### src/rtl/mptt_pkg.sv
`timescale 1ns / 1ps
package mptt_pkg;

  localparam int CAPACITY_DEF  = 64;
  localparam int ID_BITS_DEF   = 16;
  localparam int PRIO_BITS_DEF = 32;

  localparam logic [1:0] ACT_ADD  = 2'd0;
  localparam logic [1:0] ACT_EDIT = 2'd1;
  localparam logic [1:0] ACT_REM  = 2'd2;
  localparam logic [1:0] ACT_EXEC = 2'd3;

  localparam logic [1:0] ST_OK      = 2'd0;
  localparam logic [1:0] ST_EMPTY   = 2'd1;
  localparam logic [1:0] ST_FULL    = 2'd2;
  localparam logic [1:0] ST_UNKNOWN = 2'd3;

  // cell commands
  localparam logic [1:0] OP_HOLD = 2'd0;
  localparam logic [1:0] OP_SHL  = 2'd1;
  localparam logic [1:0] OP_POP  = 2'd2;
  localparam logic [1:0] OP_INS  = 2'd3;

  typedef struct packed {
    logic [1:0]  action;
    logic [15:0] task_id;
    logic [15:0] user_id;
    logic [31:0] priority_req;
  } mptt_in_t;

  typedef struct packed {
    logic [15:0] owner;
    logic [1:0]  status;
  } mptt_out_t;

endpackage

### src/rtl/mptt_cell.sv
`timescale 1ns / 1ps
module mptt_cell
  import mptt_pkg::*;
#(
  parameter int ID_BITS   = ID_BITS_DEF,
  parameter int PRIO_BITS = PRIO_BITS_DEF,
  localparam int T_LO  = PRIO_BITS + ID_BITS,
  localparam int V_BIT = PRIO_BITS + 2 * ID_BITS,
  localparam int EW    = V_BIT + 1
) (
  input  logic                 clk,
  input  logic                 rst,
  input  logic [1:0]           op,
  input  logic [ID_BITS-1:0]   cmd_task,
  input  logic [ID_BITS-1:0]   cmd_user,
  input  logic [PRIO_BITS-1:0] cmd_prio,
  input  logic [PRIO_BITS-1:0] rm_prio,
  input  logic                 prev_sel,
  input  logic [EW-1:0]        left,
  input  logic [EW-1:0]        right,
  output logic [EW-1:0]        entry,
  output logic                 sel
);

  logic [EW-1:0]                  ent;
  logic [EW-1:0]                  ent_next;
  logic                           valid;
  logic [PRIO_BITS+ID_BITS-1:0]   key_self;
  logic [PRIO_BITS+ID_BITS-1:0]   rm_key;
  logic [PRIO_BITS+ID_BITS-1:0]   ins_key;
  logic                           rm_sel;

  assign valid    = ent[V_BIT];
  assign key_self = {ent[PRIO_BITS-1:0], ent[T_LO +: ID_BITS]};
  assign rm_key   = {rm_prio, cmd_task};
  assign ins_key  = {cmd_prio, cmd_task};
  assign rm_sel   = !valid || (key_self <= rm_key);
  assign sel      = !valid || (key_self < ins_key);

  always_comb begin
    ent_next = ent;
    case (op)
      OP_SHL: begin
        if (rm_sel) ent_next = right;
      end
      OP_POP: ent_next = right;
      OP_INS: begin
        if (sel) ent_next = prev_sel ? left : {1'b1, cmd_task, cmd_user, cmd_prio};
      end
      default: ent_next = ent;
    endcase
  end

  always_ff @(posedge clk) begin
    if (rst) begin
      ent[V_BIT] <= 1'b0;
    end else begin
      ent <= ent_next;
    end
  end

  assign entry = ent;

endmodule

### config.mk
export PLATFORM = sky130hd
export DESIGN_NAME = mptt_cell
export DESIGN_NICKNAME = d
export VERILOG_FILES = /design/src/rtl/mptt_pkg.sv /design/src/rtl/mptt_cell.sv
export SDC_FILE = /design/constraint.sdc
export NUM_CORES = 1
export LEC_CHECK = 0
export BUFFER_PORTS_ARGS = -buffer_cell sky130_fd_sc_hd__buf_2
export CORE_AREA = 5 5 113 115
export CTS_BUF_LIST = sky130_fd_sc_hd__clkbuf_8
export DETAILED_ROUTE_END_ITERATION = 7
export DIE_AREA = 0 0 118 120
export PLACE_DENSITY = 0.89
export SLEW_MARGIN = 20
export SYNTH_ARGS = -nofsm -noshare
export SYNTH_HDL_FRONTEND = slang
export SYNTH_SLANG_ARGS = --single-unit
### constraint.sdc
create_clock -name clk -period 13.9 [get_ports clk]
set_input_delay 2.78 -clock clk [delete_from_list [all_inputs] [get_ports clk]]
set_output_delay 2.78 -clock clk [all_outputs]
set_load 0.02 [all_outputs]
==> reports/metrics.yaml <==
cpPeakStageDelay_ns: 0.37
finClkSkew_ns: 0.00980
diodes: 0
peakVddDrop_mv: 0.0494
gp_congestion: 0.863
largest_reg_flops: 65
synth_area_per_cell_um2: 9.28
grt-ovfl-total: 0
cts-hold-fix-buffers: 0
antenna_found_initial: 0
ios: 297
drcViolationCount: 0
fin_tns_setup_ns: 0
fp.dieArea_um2: 14200
setup_violations: 0
cts_num_sinks: 65
worst-path-max-fanout: 3
final_antenna_net_count: 0
grt_usage_pct: 22.3
total_leakage_power_nw: 3.79
max_freq_mhz: 136
worstPathArrival_ns: 4.60
start_util_pct: 45.6
drive_gt1_share_pct: 37.3
wl_um: 16700
worst_pin_slew_ns: 1.11
cts_tree: "built"
place_hpwl_um: 13800
fin_crit_sh_pct: 53.1
h-tree-depth: 3
synth_area_um2: 5350
die_x_um: 118
dp_slack_ns: 6.55
end_kind: "output pin"
path_cells: "buf_2 -> inv_1 -> ha_1 -> a21oi_1 -> o21ai_0 -> a22oi_1 -> a311oi_2 -> nor3_2 -> buf_2"
hold_viol_final: 0
rows: 40
cts.repair.resized: 0
placed_area_um2: 6950
layout_commonest_cell: "buf_2"
start_kind: "primary input"
clkLatencyLatePin_ns: 0.35
clk_pin_slew_worst_paths_ns: 0.07
core_area_um2: 11700
status: "complete, no violations"
synth-seq-cells: 65
cts_setup_buffers: 0
firstDrtPassIters: 4
cts_inserted_buffers: 9
grt_pass1_wl_um: 25900
path_common_cell: "buf_2"
port_buffers: 296
rsz0062_at_grt: "no"
final_cell_mix: "buf_2, a21oi_1, inv_1, ha_1, nor2_1"
root_buffer: "clkbuf_8"
die_y_um: 120
drt_iter0_markers: 208
hp-class: "reg2reg"
viasPerCell: 5.24
grt_max_degree: 91
syn-num-nets: 887
critical_path_class: "in2out"
synth_cells: 576
grt_pass1_vias: 5409
yosys_warnings: 0
final_nets: 1174
relSlewSlack_pct: 26.0
area_growth_pct: 34.5
yosysSeqAreaShare_pct: 36.3
drv_cap: 0
fin_ws_ns: 6.52
ys_types: 43
cts_buffer_depth: 2
finalWorstPathRequiredPeriod_ns: 7.38
slew_violations: 0
cpMaxStageDelayCell: "a22oi_1"
vias: 5321
wl_per_cell_um: 16.5
finalInstanceArea_um2: 7190
p_per_area_nw_per_um2: 87.2
critical_path_required_ns: 11.12
[cell usage after synthesis, drive strengths merged]
library cell	number	area share [%]
buf	9	0.70
nor2	70	4.9
a21boi	3	0.42
a2111o	1	0.21
ha	80	19
dfxtp	1	0.37
o21a	1	0.14
o211ai	1	0.14
a211oi	2	0.28
nor3	5	0.56
edfxtp	64	36
nand2b	1	0.12
a22oi	1	0.14
nor4b	1	0.28
inv	85	6.0
nor2b	3	0.35
clkbuf	13	0.91
a21o	3	0.42
nor4bb	1	0.19
nand3	9	0.84
o22ai	2	0.23
o31a	1	0.16
and4	2	0.33
mux2i	64	12
a31oi	1	0.12
and2	1	0.12
a311oi	2	0.44
or4	2	0.35
nor4	1	0.23
a41oi	1	0.30
or2	1	0.12
a21oi	95	8.9
a221o	1	0.19
nand2	17	1.2
o21ai	11	1.0
nand4	16	2.0
a221oi	4	0.66
[layer usage]
metal,track usage [%],part of all wire (%)
met1,25.4,39
met5,0,0
met4,6.09,1.8
met3,6.17,8.3
met2,40.9,51
[worst max-delay path: cells and delay by family]
kind	cells	cell delay [ns]
fa+ha+maj	1	0.32
buf+inv	3	0.38
compound gates	4	0.79
simple gates	1	0.32
[path summary, 6_finish.rpt]
kind | slack (ns) | depth (start not counted) | startpoint | to
setup / recovery | 6.52 | 9 | cmd_task[7] | sel
hold / removal | 0.74 | 3 | entry[64]$_SDFFE_PP0P_ | entry[64]$_SDFFE_PP0P_
setup reg to reg | 10.67 | 9 | entry[62]$_DFFE_PP_ | entry[47]$_DFFE_PP_
hold reg to reg | 0.74 | 3 | entry[64]$_SDFFE_PP0P_ | entry[64]$_SDFFE_PP0P_
[power breakdown]
| part | total (W) | internal [W] | leakage [nW] | switching [W] |
|---|---|---|---|---|
| clock network | 0.000200 | 0.000119 | 0.124 | 0.0000805 |
| registers | 0.000247 | 0.000237 | 0.616 | 0.0000106 |
| logic | 0.000180 | 0.0000775 | 3.05 | 0.000102 |
| total | 0.000627 | 0.000434 | 3.79 | 0.000194 |
[through the flow]
stage / power (W) / cells / hold WS [ns] / util [%]
6_report: 0.000627 / 1015 / 0.740 / 61.4
5_1_grt: 0.000663 / 1015 / 0.757 / 61.4
4_1_cts: 0.000634 / 1015 / 0.754 / 61.4
2_1_floorplan: 0.000357 / 576 / 0.741 / -
3_5_place_dp: 0.000432 / 999 / 0.736 / 59.3
3_3_place_gp: 0.000425 / 999 / 0.721 / 59.3
[kinds of logic (layout without fill, tap and decap cells)]
group | count (synthesis) | count (layout) | synth area share (%)
compound gates | 130 | 130 | 13.8
flops | 65 | 65 | 36.3
buf+inv | 107 | 399 | 7.58
fa+ha+maj | 80 | 80 | 18.7
simple gates | 130 | 130 | 11.6
mux | 64 | 64 | 12.0
[cell type report]
cell class                      instances  area [µm²]
Timing Repair Buffer                  298        1500
Multi-Input combinational cell        404        3010
Sequential cell                        65        1940
Fill cell                            1004        4520
Clock buffer                            9         124
Inverter                               85         319
Tap cell                              147         184
Clock inverter                          7         118
Note: power is estimated with default switching activity, not from simulation.
